<file path="src/sv/connection_slot_table_evict_oldest_assert.svh">
// Assertion macros for the connection slot table.
// Each macro expects signals named clk and rst_n in the scope where it is used.
`ifndef CONNECTION_SLOT_TABLE_EVICT_OLDEST_ASSERT_SVH
`define CONNECTION_SLOT_TABLE_EVICT_OLDEST_ASSERT_SVH

// The consequent must hold in the same cycle as the antecedent.
`define CSTEO_ASSERT_SAME(lbl, ante, cons, msg) \
    lbl: assert property (@(posedge clk) disable iff (!rst_n) (ante) |-> (cons)) \
        else $error(msg);

// The consequent must hold in the cycle after the antecedent.
`define CSTEO_ASSERT_NEXT(lbl, ante, cons, msg) \
    lbl: assert property (@(posedge clk) disable iff (!rst_n) (ante) |=> (cons)) \
        else $error(msg);

`endif

</file>
<file path="src/sv/csteo_pkg.sv">
// Shared constants and codes for the connection slot table.
// Used by connection_slot_table_evict_oldest; depends on nothing else.
`default_nettype none

package csteo_pkg;

    localparam int SLOTS    = 16;
    localparam int KEY_BITS = 16;
    localparam int AGE_BITS = 32;

    localparam int SLOT_IW  = (SLOTS > 1) ? $clog2(SLOTS) : 1;

    localparam int FUNC_W   = 2;
    localparam int CKEY_W   = 16;
    localparam int STATUS_W = 2;
    localparam int SIDX_W   = 4;
    localparam int VKEY_W   = 16;

    localparam int S_TDATA_W = ((CKEY_W + 7) / 8) * 8;
    localparam int M_TDATA_W = ((SIDX_W + VKEY_W + 7) / 8) * 8;

    typedef enum logic [FUNC_W-1:0] {
        OP_REGISTER    = 2'd0,
        OP_UNREGISTER  = 2'd1,
        OP_FIND_OLDEST = 2'd2
    } op_t;

    typedef enum logic [STATUS_W-1:0] {
        ST_DONE = 2'd0,
        ST_FULL = 2'd1,
        ST_NONE = 2'd2
    } status_t;

endpackage

`default_nettype wire

</file>
<file path="src/sv/connection_slot_table_evict_oldest.sv">
// Connection slot table with register, unregister and find-oldest requests.
// Depends on csteo_pkg and connection_slot_table_evict_oldest_assert.svh.
//
//  channel | group                  | payload
//  --------+------------------------+------------------------------------------
//  request | s_tvalid/s_tready      | s_tuser: func; s_tdata: conn_key
//  result  | m_tvalid/m_tready      | m_tuser: status; m_tdata: slot_index,
//          |                        | victim_key
//
// An item passes the accept step, a scan of the slots in turn through the single key/age
// comparator, and a posting step that posts the result and updates the chosen slot.
// A stalled result port holds the item at the posting step.
// A new item is accepted whenever the scan is idle, even while a result waits.
// Reset clears the used marks and the arrival counter at once; no clearing pass.
`default_nettype none

`include "connection_slot_table_evict_oldest_assert.svh"

module connection_slot_table_evict_oldest (
    input  wire logic                             clk,
    input  wire logic                             rst_n,
    input  wire logic                             s_tvalid,
    output logic                                  s_tready,
    input  wire logic [csteo_pkg::S_TDATA_W-1:0]  s_tdata,   // [15:0] conn_key
    input  wire logic [csteo_pkg::FUNC_W-1:0]     s_tuser,   // [1:0] func
    output logic                                  m_tvalid,
    input  wire logic                             m_tready,
    output logic [csteo_pkg::M_TDATA_W-1:0]       m_tdata,   // [3:0] slot_index,
                                                             // [19:4] victim_key
    output logic [csteo_pkg::STATUS_W-1:0]        m_tuser    // [1:0] status
);

    localparam int IW = csteo_pkg::SLOT_IW;
    localparam int KW = csteo_pkg::KEY_BITS;
    localparam int AW = csteo_pkg::AGE_BITS;

    typedef enum logic [1:0] {
        S_IDLE,
        S_SCAN,
        S_RESP
    } state_t;

    state_t                            state_reg;
    logic [csteo_pkg::SLOTS-1:0]       used_reg;
    logic [KW-1:0]                     key_mem [csteo_pkg::SLOTS];
    logic [AW-1:0]                     age_mem [csteo_pkg::SLOTS];
    logic [AW-1:0]                     counter_reg;
    logic [csteo_pkg::FUNC_W-1:0]      func_reg;
    logic [KW-1:0]                     req_key_reg;
    logic [IW-1:0]                     scan_reg;
    logic                              hit_reg;
    logic [IW-1:0]                     hit_idx_reg;
    logic [AW-1:0]                     best_age_reg;
    logic [KW-1:0]                     best_key_reg;
    logic                              m_tvalid_reg;
    logic [csteo_pkg::M_TDATA_W-1:0]   m_tdata_reg;
    logic [csteo_pkg::STATUS_W-1:0]    m_tuser_reg;

    logic [KW+csteo_pkg::CKEY_W-1:0]   in_key_ext;
    logic [KW-1:0]                     in_key;
    logic                              cur_used;
    logic [KW-1:0]                     cur_key;
    logic [AW-1:0]                     cur_age;
    logic                              take;
    logic                              scan_last;
    logic                              out_free;
    logic [IW+csteo_pkg::SIDX_W-1:0]   idx_ext;
    logic [KW+csteo_pkg::VKEY_W-1:0]   vkey_ext;
    csteo_pkg::status_t                res_status;
    logic                              wr_reg;
    logic                              wr_unreg;

    // The request key is fitted to the stored key width.
    assign in_key_ext = {{KW{1'b0}}, s_tdata[csteo_pkg::CKEY_W-1:0]};
    assign in_key     = in_key_ext[KW-1:0];

    assign cur_used  = used_reg[scan_reg];
    assign cur_key   = key_mem[scan_reg];
    assign cur_age   = age_mem[scan_reg];
    assign scan_last = (scan_reg == IW'(csteo_pkg::SLOTS - 1));
    assign out_free  = !m_tvalid_reg || m_tready;

    // Shared compare step: decides whether the slot under the scan pointer is taken.
    always_comb
    begin
        case (csteo_pkg::op_t'(func_reg))
            csteo_pkg::OP_REGISTER:    take = !hit_reg && !cur_used;
            csteo_pkg::OP_UNREGISTER:  take = !hit_reg && cur_used && (cur_key == req_key_reg);
            csteo_pkg::OP_FIND_OLDEST: take = cur_used && (cur_key != '0)
                                              && (cur_age < best_age_reg);
            default:                   take = 1'b0;
        endcase
    end

    always_comb
    begin
        case (csteo_pkg::op_t'(func_reg))
            csteo_pkg::OP_REGISTER:
                res_status = hit_reg ? csteo_pkg::ST_DONE : csteo_pkg::ST_FULL;
            csteo_pkg::OP_UNREGISTER,
            csteo_pkg::OP_FIND_OLDEST:
                res_status = hit_reg ? csteo_pkg::ST_DONE : csteo_pkg::ST_NONE;
            default:
                res_status = csteo_pkg::ST_NONE;
        endcase
    end

    assign idx_ext  = {{csteo_pkg::SIDX_W{1'b0}}, (hit_reg ? hit_idx_reg : '0)};
    assign vkey_ext = {{csteo_pkg::VKEY_W{1'b0}},
                       ((hit_reg && (func_reg == csteo_pkg::OP_FIND_OLDEST))
                        ? best_key_reg : '0)};

    assign wr_reg   = (state_reg == S_RESP) && out_free && hit_reg
                      && (func_reg == csteo_pkg::OP_REGISTER);
    assign wr_unreg = (state_reg == S_RESP) && out_free && hit_reg
                      && (func_reg == csteo_pkg::OP_UNREGISTER);

    // Key and age entries carry no reset; they are only read behind a used mark.
    always_ff @(posedge clk)
    begin
        if (wr_reg)
        begin
            key_mem[hit_idx_reg] <= req_key_reg;
            age_mem[hit_idx_reg] <= counter_reg;
        end
        else if (wr_unreg)
        begin
            key_mem[hit_idx_reg] <= '0;
            age_mem[hit_idx_reg] <= '0;
        end
    end

    always_ff @(posedge clk or negedge rst_n)
    begin
        if (!rst_n)
        begin
            state_reg    <= S_IDLE;
            used_reg     <= '0;
            counter_reg  <= '0;
            func_reg     <= '0;
            req_key_reg  <= '0;
            scan_reg     <= '0;
            hit_reg      <= 1'b0;
            hit_idx_reg  <= '0;
            best_age_reg <= '0;
            best_key_reg <= '0;
            m_tvalid_reg <= 1'b0;
            m_tdata_reg  <= '0;
            m_tuser_reg  <= '0;
        end
        else
        begin
            // In the posting state the result register is handled there, since a taken
            // result is replaced by the new one in the same cycle.
            if (m_tvalid_reg && m_tready && (state_reg != S_RESP))
            begin
                m_tvalid_reg <= 1'b0;
            end
            case (state_reg)
                S_IDLE:
                begin
                    if (s_tvalid)
                    begin
                        func_reg     <= s_tuser;
                        req_key_reg  <= in_key;
                        scan_reg     <= '0;
                        hit_reg      <= 1'b0;
                        hit_idx_reg  <= '0;
                        best_age_reg <= '1;
                        best_key_reg <= '0;
                        // The counter moves on every register request, full or not.
                        if (s_tuser == csteo_pkg::OP_REGISTER)
                        begin
                            counter_reg <= counter_reg + AW'(1);
                        end
                        state_reg <= S_SCAN;
                    end
                end
                S_SCAN:
                begin
                    if (take)
                    begin
                        hit_reg      <= 1'b1;
                        hit_idx_reg  <= scan_reg;
                        best_age_reg <= cur_age;
                        best_key_reg <= cur_key;
                    end
                    if (scan_last)
                    begin
                        state_reg <= S_RESP;
                    end
                    else
                    begin
                        scan_reg <= scan_reg + IW'(1);
                    end
                end
                S_RESP:
                begin
                    if (out_free)
                    begin
                        m_tvalid_reg <= 1'b1;
                        m_tuser_reg  <= res_status;
                        m_tdata_reg  <= csteo_pkg::M_TDATA_W'({vkey_ext[csteo_pkg::VKEY_W-1:0],
                                                                 idx_ext[csteo_pkg::SIDX_W-1:0]});
                        if (wr_reg)
                        begin
                            used_reg[hit_idx_reg] <= 1'b1;
                        end
                        else if (wr_unreg)
                        begin
                            used_reg[hit_idx_reg] <= 1'b0;
                        end
                        state_reg <= S_IDLE;
                    end
                end
                default:
                begin
                    state_reg <= S_IDLE;
                end
            endcase
        end
    end

    assign s_tready = (state_reg == S_IDLE);
    assign m_tvalid = m_tvalid_reg;
    assign m_tdata  = m_tdata_reg;
    assign m_tuser  = m_tuser_reg;

    `CSTEO_ASSERT_SAME(a_fail_fields_zero,
        m_tvalid && (m_tuser != csteo_pkg::ST_DONE), m_tdata == '0,
        "failed result carries a nonzero slot index or key")
    `CSTEO_ASSERT_NEXT(a_accept_starts_scan,
        s_tvalid && s_tready, (state_reg == S_SCAN) && (scan_reg == '0) && !hit_reg,
        "accepted item did not start a scan from the first slot")
    `CSTEO_ASSERT_NEXT(a_counter_bumps,
        s_tvalid && s_tready && (s_tuser == csteo_pkg::OP_REGISTER),
        counter_reg == $past(counter_reg) + AW'(1),
        "arrival counter did not advance on a register request")
    `CSTEO_ASSERT_SAME(a_victim_has_key,
        m_tvalid && (m_tdata[csteo_pkg::SIDX_W+csteo_pkg::VKEY_W-1:csteo_pkg::SIDX_W] != '0),
        m_tuser == csteo_pkg::ST_DONE,
        "victim key reported with a failing status")

endmodule

`default_nettype wire

</file>
<file path="config.mk">
export PLATFORM = sky130hd
export DESIGN_NAME = connection_slot_table_evict_oldest
export DESIGN_NICKNAME = d
export VERILOG_FILES = /design/src/sv/csteo_pkg.sv /design/src/sv/connection_slot_table_evict_oldest.sv
export VERILOG_INCLUDE_DIRS = /design/src /design/src/sv
export SDC_FILE = /design/constraint.sdc
export NUM_CORES = 1
export LEC_CHECK = 0
export BUFFER_PORTS_ARGS = -buffer_cell sky130_fd_sc_hd__clkbuf_2
export CORE_UTILIZATION = 48
export CTS_CLUSTER_SIZE = 16
export DETAILED_ROUTE_END_ITERATION = 10
export PLACE_DENSITY_LB_ADDON = 0.05
export SETUP_SLACK_MARGIN = 0.02
export SLEW_MARGIN = 30
export SYNTH_ARGS = -nofsm -noshare
export SYNTH_HDL_FRONTEND = slang
export SYNTH_SLANG_ARGS = --single-unit
</file>
<file path="constraint.sdc">
create_clock -name clk -period 8.4 [get_ports clk]
set_input_delay 0.42 -clock clk [delete_from_list [all_inputs] [get_ports clk]]
set_output_delay 0.42 -clock clk [all_outputs]
set_load 0.03 [all_outputs]
</file>
---- Yosys cells after proc, flatten, opt, wreduce, memory -nomap -nowiden ----
Memories as Yosys holds them, arrays and structs flattened.
Index checks and enable logic that the tools add are counted.
word-level totals
  register bits after elaboration ......... 148
  memories ................................ 2
  output and inout port bits .............. 28
  input bits .............................. 22
  logic and storage cells ................. 109
  RAM bits ................................ 768
memories
  name     depth  bits a word  rd ports  clocked after Yosys merged registers in  write ports  RTL line                                  RTL
  age_mem  16     32           1         0                                        1            connection_slot_table_evict_oldest.sv:46  logic [AW-1:0] age_mem [csteo_pkg::SLOTS];
  key_mem  16     16           1         0                                        1            connection_slot_table_evict_oldest.sv:45  logic [KW-1:0] key_mem [csteo_pkg::SLOTS];
operators by class
  add/subtract/negate cells ............... 2
  multiplexer cells ....................... 40
  bitwise operators ....................... 5
  reduce and logical (&&, ||, !) cells .... 31
  eq/ne operators ......................... 12
  $lt $le $gt $ge ......................... 4
operators by type and width
  cell                     number
  $mux W16                 6
  $mux W32                 3
  $pmux W32 S2             1
  $add A32 B1 Y32 const B  1
  $lt A32 B32 Y1           1
  $pmux W16 S2             1
  $and A16 B16 Y16         1
  $eq A16 B16 Y1           1
  $mux W4                  4
  $not A16 Y16             1
  $or A16 B16 Y16          1
  $pmux W4 S2              2
  $reduce_bool A16 Y1      1
  $reduce_and A3 Y1        5
  $logic_and A1 B1 Y1      13
  $mux W1                  13
  $ne A2 B2 Y1 const B     6
  $lt A4 B5 Y1 const B     2
  $mux W2                  4
  $logic_not A2 Y1         3
  $pmux W2 S3              1
  $add A4 B1 Y4 const B    1
  $bmux W1 S4              1
  $demux W1 S4             1
  other kinds (13)         20

---- Longest topological paths before layout ----
  word-level depth ........................ 9
  gate-level depth with buffers ........... 19
  mapped depth without buffers ............ 11

---- Least setup slack after synthesis ----
OpenSTA, ideal clock, no wires.
  kind .................................... reg2reg
  start point ............................. reg scan_reg[0]
  end point ............................... reg best_age_reg[26]
  required time ........................... 8.272 ns
  setup slack ............................. 2.723 ns
  stages on the path, launching flop included .. 20
  setup time .............................. 0.128 ns
  period minus slack after synthesis ...... 5.677 ns
  arrival ................................. 5.550 ns
  path buffers ............................ 8
  cells stage by stage .................... dfrtp_1 -> buf_4 -> buf_4 -> buf_4 -> buf_4 -> clkbuf_1 -> buf_2 -> buf_2 -> mux4_2 -> mux4_2 -> ha_1 -> nand2_1 -> or3_1 -> or4b_2 -> nor4b_1 -> nand4_1 -> a31oi_1 -> a211oi_4 -> buf_6 -> mux2_1
between the ends
  cells in the longest elaborated chain, start to end .. 7
  elaborated cells on any way between the ends .. 18
  classes of those cells .................. order compare: 1; eq/ne: 2; mux: 5; reduce/logical: 8; memory: 2
RTL lines
  item                                                                     RTL line                                   RTL
  start: declaration                                                       connection_slot_table_evict_oldest.sv:50   logic [IW-1:0] scan_reg;
  start signal: assignment                                                 connection_slot_table_evict_oldest.sv:194  scan_reg <= scan_reg + IW'(1);
  parallel branches: the longest is 7 deep, another holds $mem_v2 Z16 W32  n/a
  end signal: assignment                                                   connection_slot_table_evict_oldest.sv:185  best_age_reg <= cur_age;
  end: declaration                                                         connection_slot_table_evict_oldest.sv:53   logic [AW-1:0] best_age_reg;
Parallel ways; which one is timed is not known. The select of a mux whose other input is x is not followed.
A chain may end at the register's enable or synchronous reset.

---- Final worst setup path ----
  start point ............................. reg scan_reg[1]
  end point ............................... reg best_age_reg[0]
Same word-level chain as after synthesis.

==> impl_results.md <==
* Postcts setup bufs at 0
* Commonest non-fill, non-tap cell in the layout: edfxtp_1
* Max-slew headroom at 32.9%
* Fmax at approximately 160 MHz
* TritonCTS clock tree: yes
* Crit path DAT at roughly 6600 ps
* Final HPWL DP at around 49000 um
* Worst-Margin Slew at 1010 ps
* GR Util All Layers at a little under a quarter
* Worst Skew at 17.2 ps
* Post-Synthesis Cells at between 2000 and 2500
* Die H at 280 um
* Mapped cell area at 37200 um2
* Clk pwr share at 32.6%
* RSZ-0062 raised after global routing: no
* Cell Area, Placed at between 30000 and 40000 um2
* Slew Limit Fails at 0
* Worst R2R Path Depth at 13
* I/O Buffers at 45
* Total net switching power at approximately 4.0 mW
* Layout cells sized above 1 at a little under a quarter
* Io pins at 50
* Max reg flops at roughly 500
* Antenna Nets Post-Route at 0
* H-tree depth at 3
* Number of global-route vias before repair at between 15000 and 20000
* Post-synthesis cell type count at 66
* Worst Path Buf+Inv at 2
* Crit end category: flip-flop
* Hold_sp: s_tdata[14]
* Mapped Avg Cell Area at 18.1 um2
* RD Place Congestion at 0.825
* Sequential fraction of design power at 42.3%
* Max-cap violation count at 0
* Sw Share at a little under a third
* First-pass GRT wire length at around 130000 um
* Sum Neg Setup Slack at 0 ps
* Leak pwr at roughly 15 nW
* CTS buffer count at 96
* DRC violations left at 0
* R2r endpoint: best_age_reg[0]
* CP Data Required Time at 8930 ps
* Synth warnings at 0
* CP startpoint kind: flip-flop
* CP cell instances: buf_4 -> mux4_2 -> mux4_2 -> ha_1 -> nand4_1 -> nor3_1 -> or4b_2 -> nor4b_1 -> nand4_1 -> a31oi_1 -> a211oi_4 -> buf_4 -> mux2_2
* Routed wire length at 90600 um
* Crit path max fanout at approximately 50
* Die area at 78700 um2
* DRT iter0 DRCs at roughly 1700
* Min Tclk post-route at roughly 6100 ps
* Hold Path End: req_key_reg[14]
* 1st-pass router iterations at 5
* Synth Register Bits at roughly 920
* Site Rows at 101
* Clock latency on the worst-skew pair at between 600 and 700 ps
* Vias at 19054
* Core area at ~76000 um2
* DIE WIDTH at 280 um
* Logic pwr share at between 20% and 30%
* Final Hold Viols at 0
* Clock sink count at between 900 and 1000
* Post-CTS Resized at 0
* Largest net degree at the start of global routing at between 70 and 80
* Place WS at 2270 ps
* Internal cell power at around 9.2 mW
* WHS at 68.0 ps
* Fraction of registers with async set/reset at around 16%
* CTS root buf: clkbuf_16
* Starting density of the core at between 40% and 50%
* Worst Hold Class: in -> reg
* P per Cell Area at 311 nW/um2
* Initial antenna violation count at 2
* Fin crit share at between 70% and 80%
* Vias per Instance at about 6
* Crit Reg-Reg Startpoint: scan_reg[1]
* Slowest cell on the critical path: dfrtp_4
* NumNets Final at about 2200
* Register area share after synthesis at 71.9%
* Slowest Stage Delay on Critical Path at ~930 ps
* Status: finished clean
* Count of final setup violators at 0
* Max Root-Sink Buffers at 3
* Kind of cell adding the most delay to the critical path: simple AND/OR/NAND/NOR gates
* Clock-pin slew on the worst setup and hold paths at approximately 60 ps
* Setup Crit Path Kind: reg -> reg
* Wire per inst at approximately 28 um
* Peak VDD IR at 197 uV
* Finished Core Util at 55.2%
* Post-route cell area at ~42000 um2
* Largest registers: age_mem (512), key_mem (256)
* WHS Path Cells at 3
* P&R area growth vs syn at 13.2%
* Largest Register: age_mem
* Most common flop cell mapped by yosys: edfxtp_1
* Total grt overflow at 0
* Slack of the critical path at approximately 2300 ps
* Post-synth EDFFs at 768
* R2r setup slk at 2320 ps
* Most frequent cells in the layout: edfxtp_1 (768), nand2_1 (217), mux4_2 (210), dfrtp_1 (144), clkbuf_16 (103)
## cells by family after synthesis
family | after synthesis | share of synthesized area, %
flops | 916 | 71.9
simple gates | 441 | 5.58
fa+ha+maj | 37 | 1.24
mux | 320 | 15.8
compound gates | 142 | 2.62
other cells | 1 | 0.0101
xor+xnor | 41 | 0.965
buf+inv | 156 | 1.86
## worst max-delay path by stage
stage,cells past startpoint,to,from,slack (ps)
4_1_cts,13,best_age_reg[0],scan_reg[1],2260
3_5_place_dp,13,best_age_reg[0],scan_reg[1],2270
6_report,13,best_age_reg[0],scan_reg[1],2320
2_1_floorplan,19,best_age_reg[26],scan_reg[0],2720
5_1_grt,13,best_age_reg[0],scan_reg[1],2060
3_3_place_gp,13,best_age_reg[7],scan_reg[0],2050
## per-layer routing
layer	vias to the layer above	track usage, %	part of all wire (%)
met4	0	7.66	2.7
li1	8275	-	-
met5	-	0	0
met3	136	2.94	5.3
met2	567	37.9	48
met1	10076	34.3	44
## power by group through the flow
| stage | combinational, mW | clock [mW] | sequential [mW] |
|---|---|---|---|
| final | 3.29 | 4.29 | 5.55 |
| after global routing | 3.59 | 4.54 | 5.58 |
| after floorplan | 2.49 | 0 | 5.47 |
| after global placement | 3.24 | 0 | 5.68 |
| after detailed placement | 3.33 | 0 | 5.64 |
| after CTS | 3.34 | 4.37 | 5.55 |
## Yosys cell counts, types with 14 or more instances
library cell	number	share of area, %
inv_1	54	0.54
nor2_1	43	0.43
edfxtp_1	768	62
xnor2_1	30	0.71
nand2_1	218	2.2
nor3_1	15	0.20
ha_1	37	1.2
mux2_2	36	1.1
dfrtp_1	148	9.9
o21ai_0	37	0.50
and2_1	60	1.0
a22oi_1	14	0.28
mux4_2	210	13
a21oi_1	23	0.31
clkbuf_1	55	0.55
mux2i_1	67	1.8
buf_2	17	0.23
nand3_1	38	0.51
## through the flow
step	instances	power [mW]
2_1_floorplan	2057	7.96
3_3_place_gp	3072	8.92
3_5_place_dp	3074	8.97
4_1_cts	3267	13.3
5_1_grt	3267	13.7
6_report	3268	13.1
## repair_timing
action,CTS,global route
endpoints found under the setup margin,0,0
hold endpoints to repair,63,0
hold buffers,12,0
## worst register-to-register path, delay by kind of cell, from the launching register on
kind	cells	cell delay (ps)
buf+inv	2	1240
mux	3	1440
compound gates	2	390
fa+ha+maj	1	320
simple gates	5	1660
flops	1	930
## cell type report
cell class | count | area, um2
diodes | 1 | 2.50
clock buffers | 144 | 2880
clock inverters | 37 | 348
fillers | 5947 | 34200
inverters | 56 | 211
multi-input cells | 985 | 9900
flip-flops and latches | 916 | 26800
well taps | 1030 | 1290
repair buffers | 99 | 728
(Power assumes the default switching activity.)
